`src/mcas_pkg.sv`:
```
// shared constants, types and state encoding for the minimum-cost assignment solver
package mcas_pkg;

  localparam int N       = 4;
  localparam int IDX_W   = $clog2(N);
  localparam int CNT_W   = $clog2(N + 1);
  localparam int ADDR_W  = $clog2(N * N);
  localparam int COST_W  = 10;
  localparam int TOTAL_W = 12;

  typedef enum logic [2:0] {
    ST_LOAD,
    ST_INIT,
    ST_TRY,
    ST_EVAL,
    ST_OUT
  } mcas_state_t;

  typedef struct packed {
    logic load_wr;
    logic start;
    logic t_inc;
    logic descend;
    logic leaf_take;
    logic backtrack;
    logic out_start;
    logic out_next;
  } mcas_cmd_t;

  typedef struct packed {
    logic t_end;
    logic busy_t;
    logic lvl_zero;
    logic leaf;
    logic prune;
    logic out_last;
  } mcas_status_t;

endpackage

```
`src/mcas_in_if.sv`:
```
// request channel carrying one cost matrix entry
interface mcas_in_if;
  import mcas_pkg::*;

  logic              valid;
  logic              ready;
  logic [IDX_W-1:0]  row_teacher;
  logic [IDX_W-1:0]  col_lesson;
  logic [COST_W-1:0] cost;
  logic              last_entry;

  modport source (output valid, output row_teacher, output col_lesson, output cost,
                  output last_entry, input ready);
  modport sink   (input valid, input row_teacher, input col_lesson, input cost,
                  input last_entry, output ready);
endinterface

```
`src/mcas_out_if.sv`:
```
// result channel carrying one teacher row of the optimum
interface mcas_out_if;
  import mcas_pkg::*;

  logic               valid;
  logic               ready;
  logic [IDX_W-1:0]   teacher_index;
  logic [IDX_W-1:0]   assigned_lesson;
  logic [TOTAL_W-1:0] total_cost;
  logic               last_result;

  modport source (output valid, output teacher_index, output assigned_lesson,
                  output total_cost, output last_result, input ready);
  modport sink   (input valid, input teacher_index, input assigned_lesson,
                  input total_cost, input last_result, output ready);
endinterface

```
`src/mcas_dp.sv`:
```
// datapath: cost memory, depth-first search registers and result formatting
module mcas_dp (
  input  logic                           clk,
  input  logic                           rst_n,
  input  mcas_pkg::mcas_cmd_t            cmd,
  input  logic [mcas_pkg::IDX_W-1:0]     wr_row,
  input  logic [mcas_pkg::IDX_W-1:0]     wr_col,
  input  logic [mcas_pkg::COST_W-1:0]    wr_cost,
  output mcas_pkg::mcas_status_t         status,
  output logic [mcas_pkg::IDX_W-1:0]     res_teacher,
  output logic [mcas_pkg::IDX_W-1:0]     res_lesson,
  output logic [mcas_pkg::TOTAL_W-1:0]   res_total,
  output logic                           res_last
);
  import mcas_pkg::*;

  logic [COST_W-1:0]  cost_mem [N*N];
  logic [COST_W-1:0]  rd_data_r;
  logic [ADDR_W-1:0]  rd_addr;
  logic [ADDR_W-1:0]  wr_addr;
  logic               wr_in_range;

  logic [IDX_W-1:0]   lvl_r, lvl_nxt;
  logic [CNT_W-1:0]   t_r, t_nxt;
  logic [N-1:0]       busy_r, busy_nxt;
  logic               have_best_r, have_best_nxt;
  logic [TOTAL_W-1:0] best_r, best_nxt;
  logic [IDX_W-1:0]   pick_r [N];
  logic [IDX_W-1:0]   pick_nxt [N];
  logic [IDX_W-1:0]   best_pick_r [N];
  logic [IDX_W-1:0]   best_pick_nxt [N];
  logic [TOTAL_W-1:0] acc_r [N];
  logic [TOTAL_W-1:0] acc_nxt [N];
  logic [IDX_W-1:0]   out_idx_r, out_idx_nxt;

  logic [IDX_W-1:0]   t_idx;
  logic [IDX_W-1:0]   prev_lvl;
  logic [IDX_W-1:0]   prev_pick;
  logic [TOTAL_W-1:0] sum;

  assign t_idx       = t_r[IDX_W-1:0];
  assign prev_lvl    = lvl_r - 1'b1;
  assign prev_pick   = pick_r[prev_lvl];
  assign rd_addr     = ADDR_W'(int'(t_idx) * N + int'(lvl_r));
  assign wr_addr     = ADDR_W'(int'(wr_row) * N + int'(wr_col));
  assign wr_in_range = (CNT_W'(wr_row) < CNT_W'(N)) && (CNT_W'(wr_col) < CNT_W'(N));
  assign sum         = acc_r[lvl_r] + TOTAL_W'(rd_data_r);

  // cost store, registered read
  always_ff @(posedge clk) begin
    if (cmd.load_wr && wr_in_range) begin
      cost_mem[wr_addr] <= wr_cost;
    end
    rd_data_r <= cost_mem[rd_addr];
  end

  always_comb begin
    status.t_end    = (t_r == CNT_W'(N));
    status.busy_t   = busy_r[t_idx];
    status.lvl_zero = (lvl_r == '0);
    status.leaf     = (lvl_r == IDX_W'(N - 1));
    status.prune    = have_best_r && (sum >= best_r);
    status.out_last = (out_idx_r == IDX_W'(N - 1));
  end

  always_comb begin
    lvl_nxt       = lvl_r;
    t_nxt         = t_r;
    busy_nxt      = busy_r;
    have_best_nxt = have_best_r;
    best_nxt      = best_r;
    pick_nxt      = pick_r;
    best_pick_nxt = best_pick_r;
    acc_nxt       = acc_r;
    out_idx_nxt   = out_idx_r;
    if (cmd.start) begin
      lvl_nxt       = '0;
      t_nxt         = '0;
      busy_nxt      = '0;
      have_best_nxt = 1'b0;
      acc_nxt[0]    = '0;
    end
    if (cmd.t_inc) begin
      t_nxt = t_r + 1'b1;
    end
    if (cmd.descend) begin
      busy_nxt[t_idx]             = 1'b1;
      pick_nxt[lvl_r]             = t_idx;
      acc_nxt[lvl_r + 1'b1]       = sum;
      lvl_nxt                     = lvl_r + 1'b1;
      t_nxt                       = '0;
    end
    if (cmd.leaf_take) begin
      best_nxt             = sum;
      have_best_nxt        = 1'b1;
      best_pick_nxt        = pick_r;
      best_pick_nxt[lvl_r] = t_idx;
      t_nxt                = t_r + 1'b1;
    end
    if (cmd.backtrack) begin
      lvl_nxt             = prev_lvl;
      busy_nxt[prev_pick] = 1'b0;
      t_nxt               = CNT_W'(prev_pick) + 1'b1;
    end
    if (cmd.out_start) begin
      out_idx_nxt = '0;
    end
    if (cmd.out_next) begin
      out_idx_nxt = out_idx_r + 1'b1;
    end
  end

  always_ff @(posedge clk) begin
    if (!rst_n) begin
      lvl_r       <= '0;
      t_r         <= '0;
      busy_r      <= '0;
      have_best_r <= 1'b0;
      out_idx_r   <= '0;
    end else begin
      lvl_r       <= lvl_nxt;
      t_r         <= t_nxt;
      busy_r      <= busy_nxt;
      have_best_r <= have_best_nxt;
      out_idx_r   <= out_idx_nxt;
    end
  end

  always_ff @(posedge clk) begin
    best_r      <= best_nxt;
    pick_r      <= pick_nxt;
    best_pick_r <= best_pick_nxt;
    acc_r       <= acc_nxt;
  end

  // invert lesson->teacher map for the teacher being reported
  always_comb begin
    res_lesson = '0;
    for (int l = 0; l < N; l++) begin
      if (best_pick_r[l] == out_idx_r) begin
        res_lesson = IDX_W'(l);
      end
    end
  end

  assign res_teacher = out_idx_r;
  assign res_total   = best_r;
  assign res_last    = status.out_last;

  a_busy_depth : assert property (@(posedge clk) disable iff (!rst_n)
    $countones(busy_r) == int'(lvl_r))
    else $error("busy mask does not match search depth");

  a_t_range : assert property (@(posedge clk) disable iff (!rst_n)
    t_r <= CNT_W'(N))
    else $error("candidate teacher counter out of range");

  a_best_drops : assert property (@(posedge clk) disable iff (!rst_n)
    cmd.leaf_take && have_best_r |=> best_r < $past(best_r))
    else $error("new best assignment is not cheaper");

  a_start_clears : assert property (@(posedge clk) disable iff (!rst_n)
    cmd.start |=> !have_best_r && busy_r == '0)
    else $error("search start left stale state");

endmodule

```
`src/mcas_ctrl.sv`:
```
// controller: load, depth-first search sequencing and result handoff
module mcas_ctrl (
  input  logic                   clk,
  input  logic                   rst_n,
  input  logic                   in_valid,
  input  logic                   in_last,
  output logic                   in_ready,
  output logic                   out_valid,
  input  logic                   out_ready,
  input  mcas_pkg::mcas_status_t status,
  output mcas_pkg::mcas_cmd_t    cmd
);
  import mcas_pkg::*;

  mcas_state_t state_r, state_nxt;

  always_comb begin
    state_nxt = state_r;
    unique case (state_r)
      ST_LOAD: begin
        if (in_valid && in_last) state_nxt = ST_INIT;
      end
      ST_INIT: state_nxt = ST_TRY;
      ST_TRY: begin
        if (status.t_end) begin
          if (status.lvl_zero) state_nxt = ST_OUT;
        end else if (!status.busy_t) begin
          state_nxt = ST_EVAL;
        end
      end
      ST_EVAL: state_nxt = ST_TRY;
      ST_OUT: begin
        if (out_ready && status.out_last) state_nxt = ST_LOAD;
      end
      default: state_nxt = ST_LOAD;
    endcase
  end

  always_comb begin
    cmd       = '0;
    in_ready  = 1'b0;
    out_valid = 1'b0;
    unique case (state_r)
      ST_LOAD: begin
        in_ready    = 1'b1;
        cmd.load_wr = in_valid;
      end
      ST_INIT: cmd.start = 1'b1;
      ST_TRY: begin
        if (status.t_end) begin
          cmd.out_start = status.lvl_zero;
          cmd.backtrack = !status.lvl_zero;
        end else begin
          cmd.t_inc = status.busy_t;
        end
      end
      ST_EVAL: begin
        if (status.prune) begin
          cmd.t_inc = 1'b1;
        end else if (status.leaf) begin
          cmd.leaf_take = 1'b1;
        end else begin
          cmd.descend = 1'b1;
        end
      end
      ST_OUT: begin
        out_valid    = 1'b1;
        cmd.out_next = out_ready && !status.out_last;
      end
      default: ;
    endcase
  end

  always_ff @(posedge clk) begin
    if (!rst_n) begin
      state_r <= ST_LOAD;
    end else begin
      state_r <= state_nxt;
    end
  end

  a_no_overlap : assert property (@(posedge clk) disable iff (!rst_n)
    !(in_ready && out_valid))
    else $error("request and result sides open at once");

  a_out_done : assert property (@(posedge clk) disable iff (!rst_n)
    out_valid && out_ready && status.out_last |=> in_ready && !out_valid)
    else $error("block did not return to loading after last result");

endmodule

```
`src/min_cost_assignment_solver.sv`:
```
// top level of the minimum-cost teacher/lesson assignment solver
// Matrix entries are taken one per cycle while loading and are written to a
// 16-entry cost memory. The request marked last_entry starts an exact
// depth-first branch-and-bound search that walks lessons in order and tries
// teachers in ascending order, keeping only strictly cheaper complete
// assignments, so ties resolve to the lexicographically first teacher per
// lesson. Each teacher tried takes a memory read state, then an add and
// bound compare state; a busy teacher is skipped, or a level unwound, in
// the read state alone. The cost memory has a single registered read port.
// A start state precedes the search. Four results then follow, one per
// teacher in order, one per cycle when the sink is ready. No request is
// taken from the last entry until the final result is delivered.
module min_cost_assignment_solver (
  input  logic        clk,
  input  logic        rst_n,
  mcas_in_if.sink     in_chan,
  mcas_out_if.source  out_chan
);
  import mcas_pkg::*;

  mcas_cmd_t    cmd;
  mcas_status_t status;
  logic         in_ready;
  logic         out_valid;

  mcas_ctrl u_ctrl (
    .clk       (clk),
    .rst_n     (rst_n),
    .in_valid  (in_chan.valid),
    .in_last   (in_chan.last_entry),
    .in_ready  (in_ready),
    .out_valid (out_valid),
    .out_ready (out_chan.ready),
    .status    (status),
    .cmd       (cmd)
  );

  mcas_dp u_dp (
    .clk         (clk),
    .rst_n       (rst_n),
    .cmd         (cmd),
    .wr_row      (in_chan.row_teacher),
    .wr_col      (in_chan.col_lesson),
    .wr_cost     (in_chan.cost),
    .status      (status),
    .res_teacher (out_chan.teacher_index),
    .res_lesson  (out_chan.assigned_lesson),
    .res_total   (out_chan.total_cost),
    .res_last    (out_chan.last_result)
  );

  assign in_chan.ready  = in_ready;
  assign out_chan.valid = out_valid;

endmodule

```
`src/flat_wrapper.sv`:
```
// flat-port wrapper written by rule: the top's interface ports become plain ports
module min_cost_assignment_solver_flat import mcas_pkg::*;
  (clk, rst_n, in_chan_valid, in_chan_row_teacher, in_chan_col_lesson, in_chan_cost, in_chan_last_entry, in_chan_ready, out_chan_valid, out_chan_teacher_index, out_chan_assigned_lesson, out_chan_total_cost, out_chan_last_result, out_chan_ready);
  mcas_in_if in_chan_i ();
  mcas_out_if out_chan_i ();
  input  logic clk;
  input  logic rst_n;
  input wire logic [$bits(in_chan_i.valid)-1:0] in_chan_valid;
  input wire logic [$bits(in_chan_i.row_teacher)-1:0] in_chan_row_teacher;
  input wire logic [$bits(in_chan_i.col_lesson)-1:0] in_chan_col_lesson;
  input wire logic [$bits(in_chan_i.cost)-1:0] in_chan_cost;
  input wire logic [$bits(in_chan_i.last_entry)-1:0] in_chan_last_entry;
  output wire logic [$bits(in_chan_i.ready)-1:0] in_chan_ready;
  output wire logic [$bits(out_chan_i.valid)-1:0] out_chan_valid;
  output wire logic [$bits(out_chan_i.teacher_index)-1:0] out_chan_teacher_index;
  output wire logic [$bits(out_chan_i.assigned_lesson)-1:0] out_chan_assigned_lesson;
  output wire logic [$bits(out_chan_i.total_cost)-1:0] out_chan_total_cost;
  output wire logic [$bits(out_chan_i.last_result)-1:0] out_chan_last_result;
  input wire logic [$bits(out_chan_i.ready)-1:0] out_chan_ready;
  assign in_chan_i.valid = in_chan_valid;
  assign in_chan_i.row_teacher = in_chan_row_teacher;
  assign in_chan_i.col_lesson = in_chan_col_lesson;
  assign in_chan_i.cost = in_chan_cost;
  assign in_chan_i.last_entry = in_chan_last_entry;
  assign in_chan_ready = in_chan_i.ready;
  assign out_chan_valid = out_chan_i.valid;
  assign out_chan_teacher_index = out_chan_i.teacher_index;
  assign out_chan_assigned_lesson = out_chan_i.assigned_lesson;
  assign out_chan_total_cost = out_chan_i.total_cost;
  assign out_chan_last_result = out_chan_i.last_result;
  assign out_chan_i.ready = out_chan_ready;
  min_cost_assignment_solver u_core (.clk(clk), .rst_n(rst_n), .in_chan(in_chan_i), .out_chan(out_chan_i));
endmodule
```
`config.mk`:
```
export PLATFORM = sky130hd
export DESIGN_NAME = min_cost_assignment_solver_flat
export DESIGN_NICKNAME = d
export VERILOG_FILES = /design/src/mcas_pkg.sv /design/src/mcas_in_if.sv /design/src/mcas_out_if.sv /design/src/mcas_dp.sv /design/src/mcas_ctrl.sv /design/src/min_cost_assignment_solver.sv /design/src/flat_wrapper.sv
export SDC_FILE = /design/constraint.sdc
export NUM_CORES = 1
export LEC_CHECK = 0
export BUFFER_PORTS_ARGS = -buffer_cell sky130_fd_sc_hd__buf_2
export CAP_MARGIN = 40
export CORE_MARGIN = 2
export CORE_UTILIZATION = 33
export CTS_BUF_LIST = sky130_fd_sc_hd__clkbuf_16
export DETAILED_ROUTE_END_ITERATION = 8
export PLACE_DENSITY_LB_ADDON = 0.05
export RECOVER_POWER = 100
export SYNTH_ARGS = -nofsm -noshare
export SYNTH_HDL_FRONTEND = slang
export SYNTH_SLANG_ARGS = --single-unit
```
`constraint.sdc`:
```
create_clock -name clk -period 12.1 [get_ports clk]
set_clock_uncertainty 0.1 [all_clocks]
set_input_delay 2.42 -clock clk [delete_from_list [all_inputs] [get_ports clk]]
set_output_delay 2.42 -clock clk [all_outputs]
set_load 0.05 [all_outputs]
```
==> out/results.md <==
| Quantity | Reported | Unit |
|:---|:---|:---|
| Placeable core region | 32300 | µm² |
| #FFs+latches synth | 259 | - |
| Count of boundary I/O pins | 38 | - |
| Via count of the first global-routing pass | 5640 | - |
| Reg power frac | 52.0 | % |
| Count of max-cap constraint violations | 2 | - |
| Count of nets left with antenna violations after detail routing | 0 | - |
| Final setup TNS | 0 | ps |
| Part of the total power dissipated in the clock network | 45.7 | % |
| Maximum fanout along the worst path | 44 | - |
| Worst Hold Path Cells | 1 | - |
| Max rail drop VDD | 0.110 | mV |
| Area taken by flip-flops and latches | 7410 | µm² |
| Clock-pin slew of the registers on the worst-case setup and hold paths | 60 | ps |
| Critical Path RT | 12140 | ps |
| Met2 Resource Use GR | 26.0 | % |
| Multi-input gate area | 3150 | µm² |
| Internal power contribution | 1.51 | mW |
| Number of clock sinks seen by CTS | 259 | - |
| Fmax | 123 | MHz |
| Number of nets in the final layout | 727 | - |
| Sw power | 0.377 | mW |
| Total instance count after detailed placement | 1080 | - |
| GRT Residual Overflow | 0 | - |
| Setup repair after global routing missed its margin | no | - |
| Final Wtd Congestion | 0.785 | - |
| Number of setup violations in the final report | 0 | - |
| Number of gates resized after cts | 0 | - |
| DR vias | 5497 | - |
| Post-synthesis instance area | 10800 | µm² |
| Synth-to-layout area growth | 15.4 | % |
| Tightest Pin Transition | 3220 | ps |
| Number of antenna violations at the first check in global routing | 0 | - |
| H-tree level count | 1 | - |
| Top cells by area, synth | sky130_fd_sc_hd__edfxtp_1 62%, sky130_fd_sc_hd__mux4_2 13%, sky130_fd_sc_hd__dfxtp_1 6.9%, sky130_fd_sc_hd__ha_1 4.4%, sky130_fd_sc_hd__xnor2_1 0.98% | - |
| Async set or reset register ratio after synthesis | 0 | % |
| Warning count from the yosys run | 0 | - |
| Yosys cell types | 54 | - |
| Max-slew headroom | -115 | % |
| Switching power as a share of total power | 20.0 | % |
| Post-Synthesis Net Count | 654 | - |
| Pwr Density | 152 | nW/µm² |
| Share of cells above drive strength 1 | 18.3 | % |
| Fraction of the yosys area taken by sequential cells | 68.9 | % |
| Cell type contributing the most total cell area after synthesis | sky130_fd_sc_hd__edfxtp_1 | - |
| Number of failing hold endpoints at the final stage | 0 | - |
| DIE WIDTH | 185 | µm |
| Post-route total power | 1.88 | mW |
| Number of I/O port buffers | 37 | - |
| Peak-usage layer in the global routing report | met2 | - |
| Vert. Die Dim | 185 | µm |
| Fraction of the cycle the final worst path needs | 67.4 | % |
| Fin cells | 1132 | - |
| Crit Path Category | reg -> reg | - |
| Minimum setup slack among reg-to-reg paths | 3940 | ps |
| Diodes inserted | 0 | - |
| Maximum number of pins on one net before global-route repair | 45 | - |
| Met1 Track Usage GR | 18.5 | % |
| Clock tree from TritonCTS | built | - |
| Violations in the final reports | capacitance limit, slew limit | - |
| Status | finished with violations | - |
| Startpoint types | register | - |
| Most used DFF post-synth | sky130_fd_sc_hd__edfxtp_1 | - |
| Total wire length | 24200 | µm |
| Post-detailed-placement cell area | 11700 | µm² |
| Detailed-placement wirelength estimate | 15700 | µm |
| Number of iterations in the first detailed-routing pass | 7 | - |
| Logic pwr share | 2.3 | % |
| Count of pins over their slew limit | 81 | - |
| Initial DRC count | 256 | - |
| Final std cell area, no fill | 12400 | µm² |
| Wire length of the first global-routing pass | 35800 | µm |
| Clock buffers created by TritonCTS | 29 | - |
| Syn Inst Count | 596 | - |
| Number of setup buffers added after CTS | 0 | - |
| Worst Hold Class | reg -> reg | - |
| Cell at the root of the clock tree | sky130_fd_sc_hd__clkbuf_16 | - |
| GR Util All Layers | 14.4 | % |
| Final routed DRC violation total | 0 | - |
| Number of cells on the worst reg-to-reg path | 15 | - |
| Cell leakage power | 4.03 | nW |
| Clk Latency, worst-skew pair | 530 | ps |
| Largest buffer count on any clock path | 3 | - |
| Count of hold buffers inserted by post-cts repair | 0 | - |
| M3 GR Usage | 2.00 | % |
| EDFF count, synth | 222 | - |
| Die outline area | 34000 | µm² |
| Final routed wire length divided by cell count | 21.3 | µm |
| Number of rows created at floorplan | 66 | - |
| Portion of synthesized cell area occupied by the leading cell type | 62.0 | % |
| Fill cell instance count of the final layout | 2987 | - |
| Nature of the critical path endpoint | register | - |
| Vias per cell | 4.86 | - |
| Effective utilization at floorplan | 33.3 | % |
| Post-layout minimum cycle time | 8160 | ps |
| Post-Syn Area per Cell | 18.0 | µm² |
| WP data arrival | 8200 | ps |
==> path summary, 6_finish.rpt <==
check,endpoint,start
worst max register to register,u_core.u_dp.acc_r[1]$_DFFE_PP_,u_core.u_dp.lvl_r[1]$_SDFFE_PN0P_
worst min register to register,u_core.u_dp.acc_r[46]$_DFF_P_,u_core.u_dp.acc_r[46]$_DFF_P_
worst min-delay path,u_core.u_dp.acc_r[46]$_DFF_P_,u_core.u_dp.acc_r[46]$_DFF_P_
worst max-delay path,u_core.u_dp.acc_r[1]$_DFFE_PP_,u_core.u_dp.lvl_r[1]$_SDFFE_PN0P_
==> per-layer routing <==
metal / part of all wire, % / up-vias
met5: 0 / -
met1: 43 / 2848
met2: 52 / 98
li1: - / 2515
met3: 3.3 / 36
met4: 1.7 / 0
==> sequential cells by signal, summed over array words and instances (netlist names) <==
name,cells
u_core.u_dp.cost_mem,160
u_core.u_dp.acc_r,48
u_core.u_dp.res_total,12
u_core.u_dp.rd_data_r,10
u_core.u_dp.pick_r,8
u_core.u_dp.best_pick_r,6
u_core.u_dp.busy_r,4
u_core.u_ctrl.state_r,3
u_core.u_dp.t_r,3
u_core.u_dp.lvl_r,2
u_core.u_dp.res_teacher,2
u_core.u_dp.have_best_r,1
==> metrics by stage <==
| stage | util [%] | worst slack [ps] | hold slack [ps] |
|---|---|---|---|
| 2_1_floorplan | - | 6420 | 333 |
| 3_3_place_gp | 35.8 | 6440 | 356 |
| 3_5_place_dp | 36.1 | 6380 | 358 |
| 4_1_cts | 39.0 | 6370 | 367 |
| 5_1_grt | 38.4 | 3250 | 380 |
| 6_report | 38.4 | 3940 | 364 |
==> cells in the mapped netlist, drive strengths merged (6+ instances only) <==
cell type and count:
mux4 65, nor3 16, nand2 23, ha 38
nor2 26, mux2 7, buf 10, xnor2 12
inv 23, dfxtp 37, and2 6, edfxtp 222
nor2b 14, clkbuf 10, a21oi 16, o21ai 6
nand3 10
==> power groups by stage <==
stage	clock network (mW)	registers, mW	logic [mW]
finish	0.860	0.978	0.0439
global route	0.922	0.978	0.0489
CTS	0.886	0.978	0.0479
detailed placement	0	0.997	0.0477
global placement	0	0.996	0.0456
floorplan	0	0.995	0.0237
==> placed cells by master, fill, tap and decap left out, types with 6 or more instances in the layout <==
cell type                   netlist  routed
sky130_fd_sc_hd__mux4_2          64      64
sky130_fd_sc_hd__clkbuf_16        0      29
sky130_fd_sc_hd__nor2b_1         14      14
sky130_fd_sc_hd__nand2_1         23      23
sky130_fd_sc_hd__a21oi_1         15      15
sky130_fd_sc_hd__buf_2            7       6
sky130_fd_sc_hd__clkinv_1         0       6
sky130_fd_sc_hd__nor3_1          15      15
sky130_fd_sc_hd__clkbuf_1        10      53
sky130_fd_sc_hd__ha_1            38      38
sky130_fd_sc_hd__edfxtp_1       222     222
sky130_fd_sc_hd__nor2_1          26      26
sky130_fd_sc_hd__clkinv_2         0       8
sky130_fd_sc_hd__nand3_1          9      10
sky130_fd_sc_hd__inv_1           23      26
sky130_fd_sc_hd__o21ai_0          6       6
sky130_fd_sc_hd__xnor2_1         12      12
sky130_fd_sc_hd__dfxtp_1         37      37
==> cell families after synthesis <==
group                      Yosys count  share of synthesized area, %
AOI/OAI and AO/OA                   51                          3.39
xor gates and xnor gates            15                          1.22
muxes                               73                          14.5
buffers and inverters               43                          1.72
DFF                                259                          68.9
and+or+nand+nor                    116                          5.69
adders and majority gates           39                          4.61
==> area by class of cell <==
| class | count | area share [%] |
|---|---|---|
| sequential | 259 | 59.7 |
| multi-input combinational | 294 | 25.4 |
| clock buffer | 29 | 5.85 |
| tap | 442 | 4.46 |
| timing repair buffer | 62 | 2.16 |
| clock inverter | 23 | 1.69 |
| inverter | 23 | 0.696 |
==> worst max-delay path, cell delays in order (launching register included) <==
cell,delay [ps]
sky130_fd_sc_hd__dfxtp_1,750
sky130_fd_sc_hd__clkbuf_1,2260
sky130_fd_sc_hd__mux4_2,600
sky130_fd_sc_hd__ha_1,280
sky130_fd_sc_hd__a21oi_1,260
sky130_fd_sc_hd__o211ai_1,170
sky130_fd_sc_hd__a31o_2,260
sky130_fd_sc_hd__a21oi_1,170
sky130_fd_sc_hd__xnor2_1,260
sky130_fd_sc_hd__ha_1,350
sky130_fd_sc_hd__a21oi_1,130
sky130_fd_sc_hd__a21boi_0,120
sky130_fd_sc_hd__o31a_1,340
sky130_fd_sc_hd__nor4_2,200
sky130_fd_sc_hd__clkbuf_1,620
sky130_fd_sc_hd__and2_0,890
(Power assumes the default switching activity.)
